<file path="src/rtl/accel_tilt_angle_smoother_top_macros.svh">
// ----------------------------------------------------------------------------
// Assertion macros for the tilt angle smoother
// Shared concurrent check forms, clocked on aclk, quiet during reset.
// ----------------------------------------------------------------------------
`ifndef ACCEL_TILT_ANGLE_SMOOTHER_TOP_MACROS_SVH
`define ACCEL_TILT_ANGLE_SMOOTHER_TOP_MACROS_SVH

// antecedent implies consequent in the same cycle
`define ATAS_ASSERT_SAME(lbl, ante, cons) \
    lbl: assert property (@(posedge aclk) disable iff (!aresetn) (ante) |-> (cons)) \
        else $error("atas check failed");

// antecedent implies consequent in the next cycle
`define ATAS_ASSERT_NEXT(lbl, ante, cons) \
    lbl: assert property (@(posedge aclk) disable iff (!aresetn) (ante) |=> (cons)) \
        else $error("atas check failed");

`endif

</file>
<file path="src/rtl/atas_pkg.sv">
// ----------------------------------------------------------------------------
// atas_pkg
// Types, widths and constants shared by the tilt angle smoother.
// ----------------------------------------------------------------------------
package atas_pkg;

    localparam int CORDIC_STEPS    = 16;
    localparam int ANGLE_FRAC_BITS = 7;
    localparam int ACC_FRAC        = 16;
    localparam int ATAN_LEN        = 24;
    localparam int IT_W            = $clog2(CORDIC_STEPS);

    localparam int CAL_W   = 32;  // calibrated axis, signed
    localparam int MAG_W   = 31;  // magnitude of a calibrated axis
    localparam int SQ_W    = 62;  // sum of two squares
    localparam int ROOT_W  = 31;
    localparam int REM_W   = 34;
    localparam int SQ_CNT  = SQ_W / 2;
    localparam int SQC_W   = $clog2(SQ_CNT);
    localparam int VEC_W   = 35;  // CORDIC x / y
    localparam int Z_W     = 28;  // CORDIC angle accumulator, Q16 degrees
    localparam int SH      = ACC_FRAC - ANGLE_FRAC_BITS;
    localparam int ANG_W   = Z_W - SH;
    localparam int A_W     = 20;  // clamped angle work width
    localparam int PROD_W  = A_W + 17;

    localparam int ONE_DEG = 1 << ANGLE_FRAC_BITS;
    localparam logic signed [Z_W-1:0] HALF_TURN_Z = Z_W'(180 * (1 << ACC_FRAC));

    localparam logic [22:0] ATAN_TAB [ATAN_LEN] = '{
        23'd2949120, 23'd1740967, 23'd919879, 23'd466945, 23'd234379, 23'd117304,
        23'd58666, 23'd29335, 23'd14668, 23'd7334, 23'd3667, 23'd1833,
        23'd917, 23'd458, 23'd229, 23'd115, 23'd57, 23'd29, 23'd14, 23'd7,
        23'd4, 23'd2, 23'd1, 23'd0
    };

    typedef enum logic [2:0] {
        L_IDLE, L_SQP, L_SQQ, L_ROOT, L_INIT, L_ROT, L_DONE
    } lane_state_t;

    typedef enum logic [2:0] {
        T_IDLE, T_CAL, T_LANES, T_PROD, T_SUM, T_OUT
    } top_state_t;

    typedef enum logic [2:0] {
        R_OFF_X, R_OFF_Y, R_OFF_Z, R_GAIN_X, R_GAIN_Y, R_GAIN_Z, R_WEIGHT, R_NONE
    } reg_idx_t;

    typedef struct packed {
        logic prod;  // clamp and multiply
        logic sum;   // commit smoothed angles
    } merge_ctl_t;

endpackage

</file>
<file path="src/rtl/atas_calib.sv">
// ----------------------------------------------------------------------------
// atas_calib
// Per-axis calibration: (16*raw - offset) * inverse gain, registered.
// ----------------------------------------------------------------------------
module atas_calib (
    input  logic                              aclk,
    input  logic                              load,
    input  logic signed [9:0]                 raw_x,
    input  logic signed [9:0]                 raw_y,
    input  logic signed [9:0]                 raw_z,
    input  logic signed [13:0]                off_x,
    input  logic signed [13:0]                off_y,
    input  logic signed [13:0]                off_z,
    input  logic [15:0]                       gain_x,
    input  logic [15:0]                       gain_y,
    input  logic [15:0]                       gain_z,
    output logic signed [atas_pkg::CAL_W-1:0] ax,
    output logic signed [atas_pkg::CAL_W-1:0] ay,
    output logic signed [atas_pkg::CAL_W-1:0] az
);
    logic signed [14:0] dx, dy, dz;
    logic signed [atas_pkg::CAL_W-1:0] ax_reg, ay_reg, az_reg;

    assign dx = $signed({raw_x, 4'b0}) - 15'(off_x);
    assign dy = $signed({raw_y, 4'b0}) - 15'(off_y);
    assign dz = $signed({raw_z, 4'b0}) - 15'(off_z);

    always_ff @(posedge aclk) begin
        if (load) begin
            ax_reg <= atas_pkg::CAL_W'(dx * $signed({1'b0, gain_x}));
            ay_reg <= atas_pkg::CAL_W'(dy * $signed({1'b0, gain_y}));
            az_reg <= atas_pkg::CAL_W'(dz * $signed({1'b0, gain_z}));
        end
    end

    assign ax = ax_reg;
    assign ay = ay_reg;
    assign az = az_reg;
endmodule

</file>
<file path="config.mk">
export PLATFORM = sky130hd
export DESIGN_NAME = atas_calib
export DESIGN_NICKNAME = d
export VERILOG_FILES = /design/src/rtl/accel_tilt_angle_smoother_top_macros.svh /design/src/rtl/atas_pkg.sv /design/src/rtl/atas_calib.sv
export SDC_FILE = /design/constraint.sdc
export NUM_CORES = 2
export LEC_CHECK = 0
export BUFFER_PORTS_ARGS = -buffer_cell sky130_fd_sc_hd__buf_2
export CAP_MARGIN = 20
export CORE_MARGIN = 2
export CORE_UTILIZATION = 47
export DETAILED_ROUTE_END_ITERATION = 6
export PLACE_DENSITY_LB_ADDON = 0.12
export SETUP_SLACK_MARGIN = 0.4
export SYNTH_ARGS = -nofsm -noshare
export SYNTH_HDL_FRONTEND = slang
export SYNTH_SLANG_ARGS = --single-unit
</file>
<file path="constraint.sdc">
create_clock -name aclk -period 20.7 [get_ports aclk]
set_clock_uncertainty 0.05 [all_clocks]
set_input_delay 4.14 -clock aclk [delete_from_list [all_inputs] [get_ports aclk]]
set_output_delay 4.14 -clock aclk [all_outputs]
set_load 0.02 [all_outputs]
</file>
==> out/qor.txt <==
outcome = finished, final reports clean
critical path arrival = 11.66 ns
DRC Markers = 0
Initial Util = 0.4742
hold_buf cts = 0
Yosys top cell by area = fa_1
Area Growth Syn to Fin = 7.326%
share of cells above drive strength 1 = 0.09620
syn avg cell area = 9.056 µm²
PortBufs = 217
CP max stage cell = o21ai_4
HPWL after DPL = 59.57 mm
Synth top area share = 0.3647
global route total overflow = 0
number of flops mapped to enable cells by yosys = 96
Cell Rows = 92
full die area = 0.06544 mm²
Distinct cells, synth = 80
ys flop type = edfxtp_1
CP required = 20.81 ns
Setup crit end kind = flip-flop
Routed WL per cell = 17.36 µm
final hold viol count = 0
post-synthesis sequential area ratio = 0.09672
Min-Delay Path Class = input pin to flip-flop
setup violators final = 0
syn nets = 4,331
largest net degree at the start of global routing = 54
Clk pin slew, worst setup/hold paths = 0.10 ns
largest cells by area after synthesis = fa_1 36%, ha_1 16%, edfxtp_1 9.7%, inv_1 8.7%, nand2_1 6.1%
Final Max Tran Viols = 0
I/O pin count = 218
CTS tree = yes
Num CTS Buffers = 9
Tcrit/Tclk final = 0.5581
cell mode on critical path = fa_1
Gate Count Post-Synth = 3,291
nets = 4,455
Setup TNS = 0 ns
Horiz. Die Dim = 255.8 µm
WHS Endpoint = ay[0]
total core area = 0.06285 mm²
WS Path Type = input pin to flip-flop
Setup Buffers After CTS = 0
hold_sp = gain_y[0]
initial antenna violation count = 0
Slew HR = 0.3010
clk sink count = 96
pin slew with the least headroom to its limit = 1.049 ns
H-tree depth = 3
max cap viols = 0
Total Routed Length = 74.08 mm
Max Fclk = 0.08656 GHz
Post-DP Area = 0.03167 mm²
Die Y = 255.8 µm
PostCTS Resize Cnt = 0
Placer Congestion = 0.8587
DRT iter0 DRCs = 1,213
Worst Path Max Fanout = 36
Mapped Area = 0.02980 mm²
via count = 22,920
#FFs+latches synth = 96
yosys warns = 0
max incr delay on CP = 0.75 ns
first-pass GRT wire length = 124.1 mm
ys async rst share = 0
GRT Util Overall = 0.2337
vias in the first global route = 24,210
Critical Path Source Type = input pin
Clock Tree Buf Depth = 2
clk root buf = clkbuf_16
minimum clock period = 11.55 ns
via/cell ratio = 5.372
design area = 0.03199 mm²
ANT nets after route = 0
Hold Path Stages = 2
drt first pass iters = 5
RSZ-0062 raised after global routing = false
## synthesized netlist by cell type (all sizes together), types with 23 or more instances
cell and count:
a21o 49, a21oi 92, and2 221, and3 23, buf 26, clkbuf 111, edfxtp 96, fa 543
ha 375, inv 695, nand2 488, nand3 46, nor2 85, nor2b 25, o21ai 53, or2 26
xnor2 88, xor2 25
## cell families (layout without fill, tap and decap cells)
logic type      count (synthesis)  after routing  share of synthesized area
simple gates                  985            985                     0.1582
mux                             2              2                  0.0006717
compound gates                345            345                    0.08144
fa+ha+maj                     918            918                     0.5221
buf+inv                       832            961                     0.1069
xor+xnor                      113            113                    0.03396
flops                          96             96                    0.09672
other cells                     0              1                          0
## layout by cell type, fill, tap and decap left out, types with 6 or more instances in the layout
cell type	instances
nor2_1	85
nor3b_1	6
nor4_1	13
a211oi_1	12
o21a_1	12
o21ai_0	44
o21ai_1	8
edfxtp_1	96
clkbuf_16	9
nor3_1	15
nand2b_1	6
xor2_1	25
nand4_1	14
a31oi_1	15
o211ai_1	18
a21oi_1	90
xnor2_1	78
or2_2	26
a311oi_1	8
and2_1	220
nor2b_1	25
and3_1	23
o21bai_1	21
ha_1	375
buf_2	216
fa_1	543
nand3_1	46
buf_4	33
a21o_1	49
nand2_1	487
xnor2_2	10
inv_1	694
a311o_1	8
## routing by layer
layer  global-route usage  vias to the layer above  share of wire
met5                    0                        -              0
met4              0.04548                        0          0.015
met3              0.02466                       69          0.054
met2               0.4015                      683           0.49
met1               0.3219                    11680           0.44
li1                     -                    10500              -
## cell type report
class | instances | area, µm²
antenna | 1 | 2.502
clock buffer | 9 | 225.2
clock inverter | 7 | 81.33
fill | 6004 | 30860
inverter | 695 | 2609
multi-input combinational | 2363 | 23790
sequential | 96 | 2883
tap | 846 | 1059
timing repair buffer | 250 | 1340
## how the worst max path moves through the flow
stage | cells after the start | end | from
finish | 26 | az[31] | off_z[0]
global route | 26 | az[31] | off_z[0]
CTS | 26 | az[31] | off_z[0]
detailed placement | 26 | az[31] | off_z[0]
global placement | 26 | az[31] | off_z[0]
floorplan | 28 | az[31] | off_z[0]
## worst max-delay path: cells and delay by family
family                   cells  cell delay (ns)
buffers and inverters        5             0.40
AND/OR/NAND/NOR              8             1.92
adder cells (fa/ha/maj)      7             3.23
AO/OA/AOI/OAI                6             1.98
## stage by stage
step                        util  worst slack, ns  hold slack, ns  std cells
after global routing      0.5089            8.665           4.226       4266
final                     0.5090            9.147           4.209       4267
after global placement    0.5037            8.584           4.533       4248
after detailed placement  0.5039            8.639           4.534       4249
after floorplan                -            9.586           4.203       3291
after CTS                 0.5087            9.087           4.193       4265
Power is not shown: default switching activity piles up to over one toggle a cycle in this logic, so the estimate is an artifact.
