### src/rtl/accel_tilt_angle_smoother_top_macros.svh
// ----------------------------------------------------------------------------
// Assertion macros for the tilt angle smoother
// Shared concurrent check forms, clocked on aclk, quiet during reset.
// ----------------------------------------------------------------------------
`ifndef ACCEL_TILT_ANGLE_SMOOTHER_TOP_MACROS_SVH
`define ACCEL_TILT_ANGLE_SMOOTHER_TOP_MACROS_SVH

// antecedent implies consequent in the same cycle
`define ATAS_ASSERT_SAME(lbl, ante, cons) \
    lbl: assert property (@(posedge aclk) disable iff (!aresetn) (ante) |-> (cons)) \
        else $error("atas check failed");

// antecedent implies consequent in the next cycle
`define ATAS_ASSERT_NEXT(lbl, ante, cons) \
    lbl: assert property (@(posedge aclk) disable iff (!aresetn) (ante) |=> (cons)) \
        else $error("atas check failed");

`endif

### src/rtl/atas_pkg.sv
// ----------------------------------------------------------------------------
// atas_pkg
// Types, widths and constants shared by the tilt angle smoother.
// ----------------------------------------------------------------------------
package atas_pkg;

    localparam int CORDIC_STEPS    = 16;
    localparam int ANGLE_FRAC_BITS = 7;
    localparam int ACC_FRAC        = 16;
    localparam int ATAN_LEN        = 24;
    localparam int IT_W            = $clog2(CORDIC_STEPS);

    localparam int CAL_W   = 32;  // calibrated axis, signed
    localparam int MAG_W   = 31;  // magnitude of a calibrated axis
    localparam int SQ_W    = 62;  // sum of two squares
    localparam int ROOT_W  = 31;
    localparam int REM_W   = 34;
    localparam int SQ_CNT  = SQ_W / 2;
    localparam int SQC_W   = $clog2(SQ_CNT);
    localparam int VEC_W   = 35;  // CORDIC x / y
    localparam int Z_W     = 28;  // CORDIC angle accumulator, Q16 degrees
    localparam int SH      = ACC_FRAC - ANGLE_FRAC_BITS;
    localparam int ANG_W   = Z_W - SH;
    localparam int A_W     = 20;  // clamped angle work width
    localparam int PROD_W  = A_W + 17;

    localparam int ONE_DEG = 1 << ANGLE_FRAC_BITS;
    localparam logic signed [Z_W-1:0] HALF_TURN_Z = Z_W'(180 * (1 << ACC_FRAC));

    localparam logic [22:0] ATAN_TAB [ATAN_LEN] = '{
        23'd2949120, 23'd1740967, 23'd919879, 23'd466945, 23'd234379, 23'd117304,
        23'd58666, 23'd29335, 23'd14668, 23'd7334, 23'd3667, 23'd1833,
        23'd917, 23'd458, 23'd229, 23'd115, 23'd57, 23'd29, 23'd14, 23'd7,
        23'd4, 23'd2, 23'd1, 23'd0
    };

    typedef enum logic [2:0] {
        L_IDLE, L_SQP, L_SQQ, L_ROOT, L_INIT, L_ROT, L_DONE
    } lane_state_t;

    typedef enum logic [2:0] {
        T_IDLE, T_CAL, T_LANES, T_PROD, T_SUM, T_OUT
    } top_state_t;

    typedef enum logic [2:0] {
        R_OFF_X, R_OFF_Y, R_OFF_Z, R_GAIN_X, R_GAIN_Y, R_GAIN_Z, R_WEIGHT, R_NONE
    } reg_idx_t;

    typedef struct packed {
        logic prod;  // clamp and multiply
        logic sum;   // commit smoothed angles
    } merge_ctl_t;

endpackage

### src/rtl/atas_merge.sv
// ----------------------------------------------------------------------------
// atas_merge
// Clamps the lane angles, mirrors pitch, and runs the three smoothers.
// ----------------------------------------------------------------------------
module atas_merge (
    input  logic                              aclk,
    input  logic                              aresetn,
    input  atas_pkg::merge_ctl_t              ctl,
    input  logic signed [atas_pkg::ANG_W-1:0] roll_raw,
    input  logic signed [atas_pkg::ANG_W-1:0] pitch_raw,
    input  logic signed [atas_pkg::ANG_W-1:0] tilt_raw,
    input  logic                              z_neg,
    input  logic [15:0]                       weight,
    output logic signed [14:0]                roll_mem,
    output logic [15:0]                       pitch_mem,
    output logic [14:0]                       tilt_mem
);
    localparam logic signed [atas_pkg::A_W-1:0] D90  = atas_pkg::A_W'(90 * atas_pkg::ONE_DEG);
    localparam logic signed [atas_pkg::A_W-1:0] D180 = atas_pkg::A_W'(180 * atas_pkg::ONE_DEG);
    localparam logic signed [atas_pkg::A_W-1:0] D360 = atas_pkg::A_W'(360 * atas_pkg::ONE_DEG);
    localparam logic signed [atas_pkg::PROD_W-1:0] RND = atas_pkg::PROD_W'(32768);

    logic signed [14:0] roll_reg;
    logic [15:0]        pitch_reg;
    logic [14:0]        tilt_reg;
    logic signed [atas_pkg::PROD_W-1:0] pr_reg, pp_reg, pt_reg;

    logic signed [atas_pkg::A_W-1:0] r_a, p_s, p_c, p_a, t_a, t_s;
    logic signed [atas_pkg::A_W-1:0] mr, mp, mt;
    logic signed [16:0]              w;

    assign w   = $signed({1'b0, weight});
    assign mr  = atas_pkg::A_W'(roll_reg);
    assign mp  = $signed(atas_pkg::A_W'(pitch_reg));
    assign mt  = $signed(atas_pkg::A_W'(tilt_reg));
    assign r_a = (atas_pkg::A_W'(roll_raw) < -D90) ? -D90 :
                 (atas_pkg::A_W'(roll_raw) > D90) ? D90 : atas_pkg::A_W'(roll_raw);
    assign p_s = D90 + atas_pkg::A_W'(pitch_raw);
    assign p_c = (p_s < 0) ? '0 : (p_s > D180) ? D180 : p_s;
    assign p_a = z_neg ? D360 - p_c : p_c;
    assign t_s = atas_pkg::A_W'(tilt_raw);
    assign t_a = (t_s < 0) ? '0 : (t_s > D180) ? D180 : t_s;

    always_ff @(posedge aclk) begin
        if (ctl.prod) begin
            pr_reg <= atas_pkg::PROD_W'((r_a - mr) * w);
            pp_reg <= atas_pkg::PROD_W'((p_a - mp) * w);
            pt_reg <= atas_pkg::PROD_W'((t_a - mt) * w);
        end
    end

    always_ff @(posedge aclk) begin
        if (!aresetn) begin
            roll_reg  <= '0;
            pitch_reg <= '0;
            tilt_reg  <= '0;
        end else if (ctl.sum) begin
            roll_reg  <= 15'(mr + atas_pkg::A_W'((pr_reg + RND) >>> 16));
            pitch_reg <= 16'(mp + atas_pkg::A_W'((pp_reg + RND) >>> 16));
            tilt_reg  <= 15'(mt + atas_pkg::A_W'((pt_reg + RND) >>> 16));
        end
    end

    assign roll_mem  = roll_reg;
    assign pitch_mem = pitch_reg;
    assign tilt_mem  = tilt_reg;
endmodule

### config.mk
export PLATFORM = sky130hd
export DESIGN_NAME = atas_merge
export DESIGN_NICKNAME = d
export VERILOG_FILES = /design/src/rtl/accel_tilt_angle_smoother_top_macros.svh /design/src/rtl/atas_pkg.sv /design/src/rtl/atas_merge.sv
export SDC_FILE = /design/constraint.sdc
export NUM_CORES = 2
export LEC_CHECK = 0
export BUFFER_PORTS_ARGS = -buffer_cell sky130_fd_sc_hd__buf_2
export CORE_ASPECT_RATIO = 0.75
export CORE_UTILIZATION = 40
export DETAILED_ROUTE_END_ITERATION = 10
export GPL_ROUTABILITY_DRIVEN = 0
export PLACE_DENSITY = 0.64
export SLEW_MARGIN = 5
export SYNTH_ARGS = -nofsm -noshare
export SYNTH_HDL_FRONTEND = slang
export SYNTH_SLANG_ARGS = --single-unit
### constraint.sdc
create_clock -name aclk -period 24.2 [get_ports aclk]
set_input_delay 1.21 -clock aclk [delete_from_list [all_inputs] [get_ports aclk]]
set_output_delay 1.21 -clock aclk [all_outputs]
set_load 0.02 [all_outputs]
==> run_results.csv <==
group,metric,value,unit
outcome,outcome,"complete, no violations",
timing,slew_violations,0,
clocking,hold_buffers,0,
detailed_routing,vias_per_cell,4.89,
synthesis,yosysMostFrequentCell,"inv_1",
setup_path,critical_path_class,"in2reg",
clocking,clockBufferDepth,2,
setup_path,max_stage_delay,0.53,ns
timing,finalClockSkew,0.0199,ns
final_layout,final_nets,5742,
synthesis,netlist_top_cells_count,"inv_1, fa_1, nand2_1, and2_1, ha_1",
floorplan,die_area,99400,sq um
setup_path,worstPathArrival,11.98,ns
floorplan,core_area,97200,sq um
clocking,clock_latency,0.42,ns
grt,overflow,0,
synthesis,synth_area_leaders,"fa_1, ha_1, inv_1",
detailed_routing,drt_wl_total,95300,um
timing,tightest_slew,1.16,ns
clocking,root_buffer,"clkbuf_16",
grt,grt_usage,20.2,%
setup_path,critPathLaunchType,"primary input",
final_layout,layout.cells.non_filler,5803,
synthesis,synth_seq_area_share,6.09,%
floorplan,die_h,273,um
final_layout,diodes,0,
timing,setup_viol,0,
place,place_area,41400,sq um
timing,rsz0062_at_grt,"false",
final_layout,syn2layout_area_growth,6.14,%
synthesis,ys_warn_count,0,
grt,grt_max_degree,63,
synthesis,avgSynthCellArea,8.77,sq um
detailed_routing,final_antenna_net_count,0,
synthesis,ys_types,71,
timing,post-route-period-util,48.9,%
clocking,cts_setup_buffers,0,
final_layout,drive_gt1_share,5.17,%
grt,grt_pass1_wl,160000,um
synthesis,synth-edff-count,49,
clocking,post_cts_resized,0,
detailed_routing,drc,0,
clocking,clk_pin_slew_worst_paths,0.09,ns
clocking,cts_buffers,9,
final_layout,largest_reg_flops,17,
synthesis,syn_inst,4475,
place,dp_cells,5787,
synthesis,synth_top_cell_by_area,"fa_1",
synthesis,syn-num-nets,5732,
grt,grt_pass1_vias,30000,
synthesis,synth_top_area_share,43.0,%
detailed_routing,wire_per_inst,16.4,um
synthesis,yosys_most_used_dff,"edfxtp_1",
clocking,cts.sinks,95,
timing,max_freq,84.6,MHz
grt,antenna_found_initial,1,
worst_hold_path,hold_class,"reg2reg",
setup_path,critPathCaptureType,"register",
clocking,htree_levels,3,
final_layout,final_area,41700,sq um
timing,relSlewSlack,22.5,%
run,maxCapViolations,0,
detailed_routing,drt_pre_antenna_iters,5,
setup_path,required,24.35,ns
detailed_routing,drtIter0Drc,1549,
timing,min_period,11.82,ns
synthesis,postSynth.asyncResetShare,0,%
timing,holdWs,0.529,ns
floorplan,die_w,364,um
clocking,tritoncts,"yes",
floorplan,start_util,40.4,%
floorplan,rows,99,
setup_path,crit_fanout,35,
floorplan,io_pins,124,
timing,setup_tns,0,ns
place,io_buffer_count,123,
detailed_routing,num_vias,28400,
synthesis,synth_seq_cells,95,
setup_path,cp_slowest_cell,"or4b_1",
timing,hold_viol,0,
place,hpwl,74800,um
synthesis,netlist_area,39300,sq um
setup_path,crit_top_cell,"fa_1",
-- worst paths after layout --
path,startpoint,slack [ns],to,cells after the start
worst max register to register,tilt_mem[0],14.65,pt_reg[30],35
worst max-delay path,pitch_raw[2],12.38,pp_reg[31],47
worst min register to register,tilt_mem[2],0.53,tilt_mem[2],2
worst min-delay path,tilt_mem[2],0.53,tilt_mem[2],2
-- placed cells by master (no fill, tap or decap), drive strengths merged, types with 35 or more instances in the layout --
cell,instances
inv,1060
fa,844
nand2,642
and2,352
ha,335
buf,186
xnor2,170
nor2,154
a21oi,93
xor2,58
nor2b,51
edfxtp,49
dfxtp,46
nand3,45
o21ai,42
a21o,40
mux2i,38
nor3,35
-- cell type report --
type	count	area [sq um]
fillers	9680	55600
flip-flops and latches	95	2390
clock buffers	9	225
repair buffers	186	1090
clock inverters	7	72.6
inverters	1055	3960
multi-input cells	3138	32300
well taps	1313	1640
-- cell families (layout without fill, tap and decap cells) --
family | after synthesis | count (layout) | share of synthesized area [%]
xor+xnor | 229 | 229 | 5.14
flops | 95 | 95 | 6.09
fa+ha+maj | 1179 | 1179 | 53.7
compound gates | 316 | 316 | 5.51
mux | 39 | 39 | 0.997
simple gates | 1375 | 1375 | 16.7
buf+inv | 1242 | 1257 | 11.9
-- metal layers --
metal	routed length [um]	vias up	part of all wire [%]	global-route usage [%]
met5	13	-	0.014	0
met4	1450	2	1.5	3.68
met3	5670	70	5.9	3.28
met2	42900	684	45	32.0
met1	45300	14300	48	29.2
li1	-	13300	-	-
-- worst max-delay path: cells and delay by family --
kind                     cells  cell delay (ns)
AND/OR/NAND/NOR             11             2.03
buffers and inverters        7             0.77
XOR/XNOR                     3             0.43
adder cells (fa/ha/maj)      9             4.12
AO/OA/AOI/OAI               17             3.41
-- stage by stage --
step           setup WS [ns]  utilization [%]
2_1_floorplan          13.14                -
3_3_place_gp           12.11             42.6
3_5_place_dp           12.06             42.6
4_1_cts                12.46             42.9
5_1_grt                11.66             42.9
6_report               12.38             42.9
Power is not shown: default switching activity piles up to over one toggle a cycle in this logic, so the estimate is an artifact.
