## config.mk

```make
export PLATFORM = sky130hd
export DESIGN_NAME = atas_lane
export DESIGN_NICKNAME = d
export VERILOG_FILES = /design/src/rtl/accel_tilt_angle_smoother_top_macros.svh /design/src/rtl/atas_pkg.sv /design/src/rtl/atas_lane.sv
export SDC_FILE = /design/constraint.sdc
export NUM_CORES = 2
export LEC_CHECK = 0
export BUFFER_PORTS_ARGS = -buffer_cell sky130_fd_sc_hd__clkbuf_2
export CORE_ASPECT_RATIO = 0.7
export CORE_MARGIN = 4
export CORE_UTILIZATION = 55
export CTS_BUF_LIST = sky130_fd_sc_hd__clkbuf_16
export DETAILED_ROUTE_END_ITERATION = 8
export PLACE_DENSITY = 0.71
export SYNTH_ARGS = -nofsm -noshare
export SYNTH_HDL_FRONTEND = slang
export SYNTH_SLANG_ARGS = --single-unit
```

## constraint.sdc

```tcl
create_clock -name aclk -period 19.6 [get_ports aclk]
set_input_delay 4.9 -clock aclk [delete_from_list [all_inputs] [get_ports aclk]]
set_output_delay 4.9 -clock aclk [all_outputs]
set_load 0.005 [all_outputs]
```

## src/rtl/accel_tilt_angle_smoother_top_macros.svh

```systemverilog
// ----------------------------------------------------------------------------
// Assertion macros for the tilt angle smoother
// Shared concurrent check forms, clocked on aclk, quiet during reset.
// ----------------------------------------------------------------------------
`ifndef ACCEL_TILT_ANGLE_SMOOTHER_TOP_MACROS_SVH
`define ACCEL_TILT_ANGLE_SMOOTHER_TOP_MACROS_SVH

// antecedent implies consequent in the same cycle
`define ATAS_ASSERT_SAME(lbl, ante, cons) \
    lbl: assert property (@(posedge aclk) disable iff (!aresetn) (ante) |-> (cons)) \
        else $error("atas check failed");

// antecedent implies consequent in the next cycle
`define ATAS_ASSERT_NEXT(lbl, ante, cons) \
    lbl: assert property (@(posedge aclk) disable iff (!aresetn) (ante) |=> (cons)) \
        else $error("atas check failed");

`endif

```

## src/rtl/atas_pkg.sv

```systemverilog
// ----------------------------------------------------------------------------
// atas_pkg
// Types, widths and constants shared by the tilt angle smoother.
// ----------------------------------------------------------------------------
package atas_pkg;

    localparam int CORDIC_STEPS    = 16;
    localparam int ANGLE_FRAC_BITS = 7;
    localparam int ACC_FRAC        = 16;
    localparam int ATAN_LEN        = 24;
    localparam int IT_W            = $clog2(CORDIC_STEPS);

    localparam int CAL_W   = 32;  // calibrated axis, signed
    localparam int MAG_W   = 31;  // magnitude of a calibrated axis
    localparam int SQ_W    = 62;  // sum of two squares
    localparam int ROOT_W  = 31;
    localparam int REM_W   = 34;
    localparam int SQ_CNT  = SQ_W / 2;
    localparam int SQC_W   = $clog2(SQ_CNT);
    localparam int VEC_W   = 35;  // CORDIC x / y
    localparam int Z_W     = 28;  // CORDIC angle accumulator, Q16 degrees
    localparam int SH      = ACC_FRAC - ANGLE_FRAC_BITS;
    localparam int ANG_W   = Z_W - SH;
    localparam int A_W     = 20;  // clamped angle work width
    localparam int PROD_W  = A_W + 17;

    localparam int ONE_DEG = 1 << ANGLE_FRAC_BITS;
    localparam logic signed [Z_W-1:0] HALF_TURN_Z = Z_W'(180 * (1 << ACC_FRAC));

    localparam logic [22:0] ATAN_TAB [ATAN_LEN] = '{
        23'd2949120, 23'd1740967, 23'd919879, 23'd466945, 23'd234379, 23'd117304,
        23'd58666, 23'd29335, 23'd14668, 23'd7334, 23'd3667, 23'd1833,
        23'd917, 23'd458, 23'd229, 23'd115, 23'd57, 23'd29, 23'd14, 23'd7,
        23'd4, 23'd2, 23'd1, 23'd0
    };

    typedef enum logic [2:0] {
        L_IDLE, L_SQP, L_SQQ, L_ROOT, L_INIT, L_ROT, L_DONE
    } lane_state_t;

    typedef enum logic [2:0] {
        T_IDLE, T_CAL, T_LANES, T_PROD, T_SUM, T_OUT
    } top_state_t;

    typedef enum logic [2:0] {
        R_OFF_X, R_OFF_Y, R_OFF_Z, R_GAIN_X, R_GAIN_Y, R_GAIN_Z, R_WEIGHT, R_NONE
    } reg_idx_t;

    typedef struct packed {
        logic prod;  // clamp and multiply
        logic sum;   // commit smoothed angles
    } merge_ctl_t;

endpackage

```

## src/rtl/atas_lane.sv

```systemverilog
// ----------------------------------------------------------------------------
// atas_lane
// One angle lane: sqrt(p^2 + q^2) digit by digit, then vectoring CORDIC atan2.
// swap low: atan2(o, mag); swap high: atan2(mag, o).
// ----------------------------------------------------------------------------
module atas_lane (
    input  logic                              aclk,
    input  logic                              aresetn,
    input  logic                              start,
    input  logic                              swap,
    input  logic signed [atas_pkg::CAL_W-1:0] p,
    input  logic signed [atas_pkg::CAL_W-1:0] q,
    input  logic signed [atas_pkg::CAL_W-1:0] o,
    output logic                              done,
    output logic signed [atas_pkg::ANG_W-1:0] angle
);
    atas_pkg::lane_state_t state_reg, state_next;
    logic [atas_pkg::SQC_W-1:0]        sc_reg;
    logic [atas_pkg::IT_W-1:0]         it_reg;
    logic [atas_pkg::SQ_W-1:0]         sum_reg;
    logic [atas_pkg::REM_W-1:0]        rem_reg;
    logic [atas_pkg::ROOT_W-1:0]       root_reg;
    logic signed [atas_pkg::VEC_W-1:0] x_reg, y_reg;
    logic signed [atas_pkg::Z_W-1:0]   z_reg;
    logic                              zero_reg;

    logic signed [atas_pkg::CAL_W-1:0] sel;
    logic [atas_pkg::MAG_W-1:0]        mag;
    logic [atas_pkg::SQ_W-1:0]         sq;
    logic [atas_pkg::REM_W-1:0]        rem_sh, trial;
    logic signed [atas_pkg::VEC_W-1:0] ix, iy, dx, dy;
    logic signed [atas_pkg::Z_W-1:0]   tab, zr;

    assign sel   = (state_reg == atas_pkg::L_SQP) ? p : q;
    assign mag   = atas_pkg::MAG_W'(sel < 0 ? -sel : sel);
    assign sq    = atas_pkg::SQ_W'(mag * mag);
    assign rem_sh = {rem_reg[atas_pkg::REM_W-3:0], sum_reg[atas_pkg::SQ_W-1 -: 2]};
    assign trial = {1'b0, root_reg, 2'b01};
    assign ix = swap ? atas_pkg::VEC_W'(o) : atas_pkg::VEC_W'({1'b0, root_reg});
    assign iy = swap ? atas_pkg::VEC_W'({1'b0, root_reg}) : atas_pkg::VEC_W'(o);
    assign dx = y_reg >>> it_reg;
    assign dy = x_reg >>> it_reg;
    assign tab = atas_pkg::Z_W'(atas_pkg::ATAN_TAB[it_reg]);
    assign zr  = z_reg + atas_pkg::Z_W'(1 << (atas_pkg::SH - 1));

    always_ff @(posedge aclk) begin
        if (!aresetn) state_reg <= atas_pkg::L_IDLE;
        else          state_reg <= state_next;
    end

    always_comb begin
        state_next = state_reg;
        unique case (state_reg)
            atas_pkg::L_IDLE, atas_pkg::L_DONE: begin
                if (start) state_next = atas_pkg::L_SQP;
            end
            atas_pkg::L_SQP:  state_next = atas_pkg::L_SQQ;
            atas_pkg::L_SQQ:  state_next = atas_pkg::L_ROOT;
            atas_pkg::L_ROOT: begin
                if (sc_reg == atas_pkg::SQC_W'(atas_pkg::SQ_CNT - 1))
                    state_next = atas_pkg::L_INIT;
            end
            atas_pkg::L_INIT: state_next = atas_pkg::L_ROT;
            atas_pkg::L_ROT: begin
                if (it_reg == atas_pkg::IT_W'(atas_pkg::CORDIC_STEPS - 1))
                    state_next = atas_pkg::L_DONE;
            end
            default: state_next = atas_pkg::L_IDLE;
        endcase
    end

    always_ff @(posedge aclk) begin
        case (state_reg)
            atas_pkg::L_SQP: begin
                sum_reg  <= sq;
                sc_reg   <= '0;
                rem_reg  <= '0;
                root_reg <= '0;
            end
            atas_pkg::L_SQQ: sum_reg <= sum_reg + sq;
            atas_pkg::L_ROOT: begin
                sum_reg <= {sum_reg[atas_pkg::SQ_W-3:0], 2'b00};
                sc_reg  <= sc_reg + 1'b1;
                if (rem_sh >= trial) begin
                    rem_reg  <= rem_sh - trial;
                    root_reg <= {root_reg[atas_pkg::ROOT_W-2:0], 1'b1};
                end else begin
                    rem_reg  <= rem_sh;
                    root_reg <= {root_reg[atas_pkg::ROOT_W-2:0], 1'b0};
                end
            end
            atas_pkg::L_INIT: begin
                it_reg   <= '0;
                zero_reg <= (ix == 0) && (iy == 0);
                if (ix < 0) begin
                    x_reg <= -ix;
                    y_reg <= -iy;
                    z_reg <= (iy >= 0) ? atas_pkg::HALF_TURN_Z : -atas_pkg::HALF_TURN_Z;
                end else begin
                    x_reg <= ix;
                    y_reg <= iy;
                    z_reg <= '0;
                end
            end
            atas_pkg::L_ROT: begin
                it_reg <= it_reg + 1'b1;
                if (y_reg > 0) begin
                    x_reg <= x_reg + dx;
                    y_reg <= y_reg - dy;
                    z_reg <= z_reg + tab;
                end else begin
                    x_reg <= x_reg - dx;
                    y_reg <= y_reg + dy;
                    z_reg <= z_reg - tab;
                end
            end
            default: ;
        endcase
    end

    assign done  = (state_reg == atas_pkg::L_DONE);
    assign angle = zero_reg ? '0 : atas_pkg::ANG_W'(zr >>> atas_pkg::SH);
endmodule

```

==> qor.csv <==
metric,value,unit
pre_cts_slack,827,ps
num_io_pins,120,
final.setup.worst_slack,973,ps
post_cts_buffers,0,
criticalPathCategory,primary input to flop,
finalClockSkew,37.5,ps
maxCapViolCount,0,
nets,7674,
fin_crit_sh,0.950,
layout_common_cells,"1056 x inv_1, 748 x fa_1, 618 x nor2_1",
dp_hpwl,131,mm
die_area,106000,µm²
drt_first_pass_iters,6,
critPathSlowestCell,nor3_1,
clock_path_buffers,3,
synth-edff-count,233,
ys_seq_area_frac,0.127,
grt_max_degree,72,
dieHeight,274,µm
worstSetupStartpointType,primary input,
start_util,0.555,
port_buffers,119,
fp.dieW,388,µm
synth_xor_area_frac,0.0685,
synth_top_family_by_area,adder cells,
grt_pass1_vias,45081,
cp_data_arrival_time,18940,ps
relSlewSlack,0.113,
synth.distinct_cells,94,
top_layer,met5,
status,"finished, final reports clean",
grt_pass1_wl,256,mm
drive_gt1_frac,0.0648,
grtUsageTotal,0.304,
synth_simple_gate_area_share,0.138,
synth_nets,7701,
cts_max_level,1,
synth_area,55700,µm²
synth-main-ff-cell,edfxtp_1,
synth_compound_gate_area_share,0.135,
ys_seq_elements,236,
path_clk_slew,70,ps
cts_buffers,26,
grt_overflow,0,
hold_path_class,flop to flop,
holdBufCountCts,0,
cts_tree,yes,
cp-end-kind,flop,
ant_nets,0,
final_common_cell,inv_1,
wl_met1,71.4,mm
rsz0062_at_grt,no,
synth_fa_ha_area_frac,0.375,
area_growth,5.21,%
hold_violations,0,
cts.sinks,236,
worstMarginPinSlew,1300,ps
drcViolationCount,0,
slew_viol_final,0,
avgSynthCellArea,8.72,µm²
path_common_cell,fa_1,
vias_per_cell,6.00,
worstPathRequired,19920,ps
antenna_found_initial,5,
wl_met2,66.0,mm
totalWireLength,163,mm
setup-violations-final,0,
yosysWarningCount,0,
routed-wl-met3,22.6,mm
root_buffer,clkbuf_16,
synthMuxAreaShare,0.0656,
max_freq,0.0537,GHz
reg2reg_slack,3440,ps
worstPathMaxFanout,13,
drtIter0Drc,4822,
cts_resized,0,
finalNonFillerCells,7714,
place_inst,7663,
synthCells,6382,
rows,97,
detail_route.wl_per_cell,21.1,µm
coreArea,100000,µm²
gp_congestion,0.969,
fin_setup_tns,0,ps
slowest_delay,650,ps
async_flop_share,0,
fin_crit,18630,ps
clk_latency,600,ps
largest_reg_flops,62,
vias,46267,
## cell type report
type / instances / area [µm²]
fill: 8873 / 41700
inverter: 1065 / 4000
sequential: 236 / 7060
multi-input combinational: 4827 / 43700
timing repair buffer: 199 / 1200
clock inverter: 20 / 193
tap: 1336 / 1670
antenna: 4 / 10.0
clock buffer: 27 / 676
## critical path, delay by kind of cell
| family | cells | cell delay [ps] |
|---|---|---|
| adder cells (fa/ha/maj) | 11 | 4930 |
| AO/OA/AOI/OAI | 15 | 3840 |
| XOR/XNOR | 3 | 740 |
| buffers and inverters | 11 | 1690 |
| AND/OR/NAND/NOR | 12 | 2830 |
## Yosys cell counts (63+ instances only)
| library cell | n | share of area |
|---|---|---|
| clkbuf_1 | 196 | 0.013 |
| xnor2_1 | 256 | 0.040 |
| o21ai_0 | 258 | 0.023 |
| fa_1 | 748 | 0.27 |
| inv_1 | 1052 | 0.071 |
| edfxtp_1 | 233 | 0.13 |
| a21oi_1 | 348 | 0.031 |
| nor3_1 | 100 | 0.0090 |
| nand2b_1 | 63 | 0.0071 |
| mux4_2 | 83 | 0.034 |
| mux2i_1 | 152 | 0.027 |
| xor2_1 | 179 | 0.028 |
| a21o_1 | 149 | 0.020 |
| nand2_1 | 591 | 0.040 |
| nand3_1 | 75 | 0.0067 |
| nor2_1 | 622 | 0.042 |
| ha_1 | 471 | 0.11 |
## worst paths after layout
kind | start | endpoint | cells past startpoint
max | p[0] | sum_reg[60] | 52
min | sum_reg[55] | sum_reg[57] | 2
max reg2reg | state_reg[0] | sum_reg[60] | 51
min reg2reg | sum_reg[55] | sum_reg[57] | 2
## metrics by stage
| stage | hold slack (ps) | utilization | area (µm²) |
|---|---|---|---|
| 3_3_place_gp | 561 | 0.575 | 57700 |
| 4_1_cts | 587 | 0.584 | 58500 |
| 6_report | 585 | 0.584 | 58600 |
| 3_5_place_dp | 566 | 0.575 | 57700 |
| 5_1_grt | 613 | 0.584 | 58500 |
| 2_1_floorplan | 517 | - | 55700 |
## metal layers
metal / GRT usage / vias to the layer above
met5: 0.00591 / -
met2: 0.423 / 2336
met1: 0.459 / 22547
li1: - / 21172
met3: 0.110 / 210
met4: 0.0456 / 2
## cell families (layout without fill, tap and decap cells)
kind of cell | Yosys count | after routing
fa+ha+maj | 1219 | 1219
simple gates | 1729 | 1729
xor+xnor | 435 | 435
flops | 236 | 236
other cells | 2 | 6
mux | 257 | 257
compound gates | 1185 | 1185
buf+inv | 1319 | 1311
Power is not shown: default switching activity piles up to over one toggle a cycle in this logic, so the estimate is an artifact.
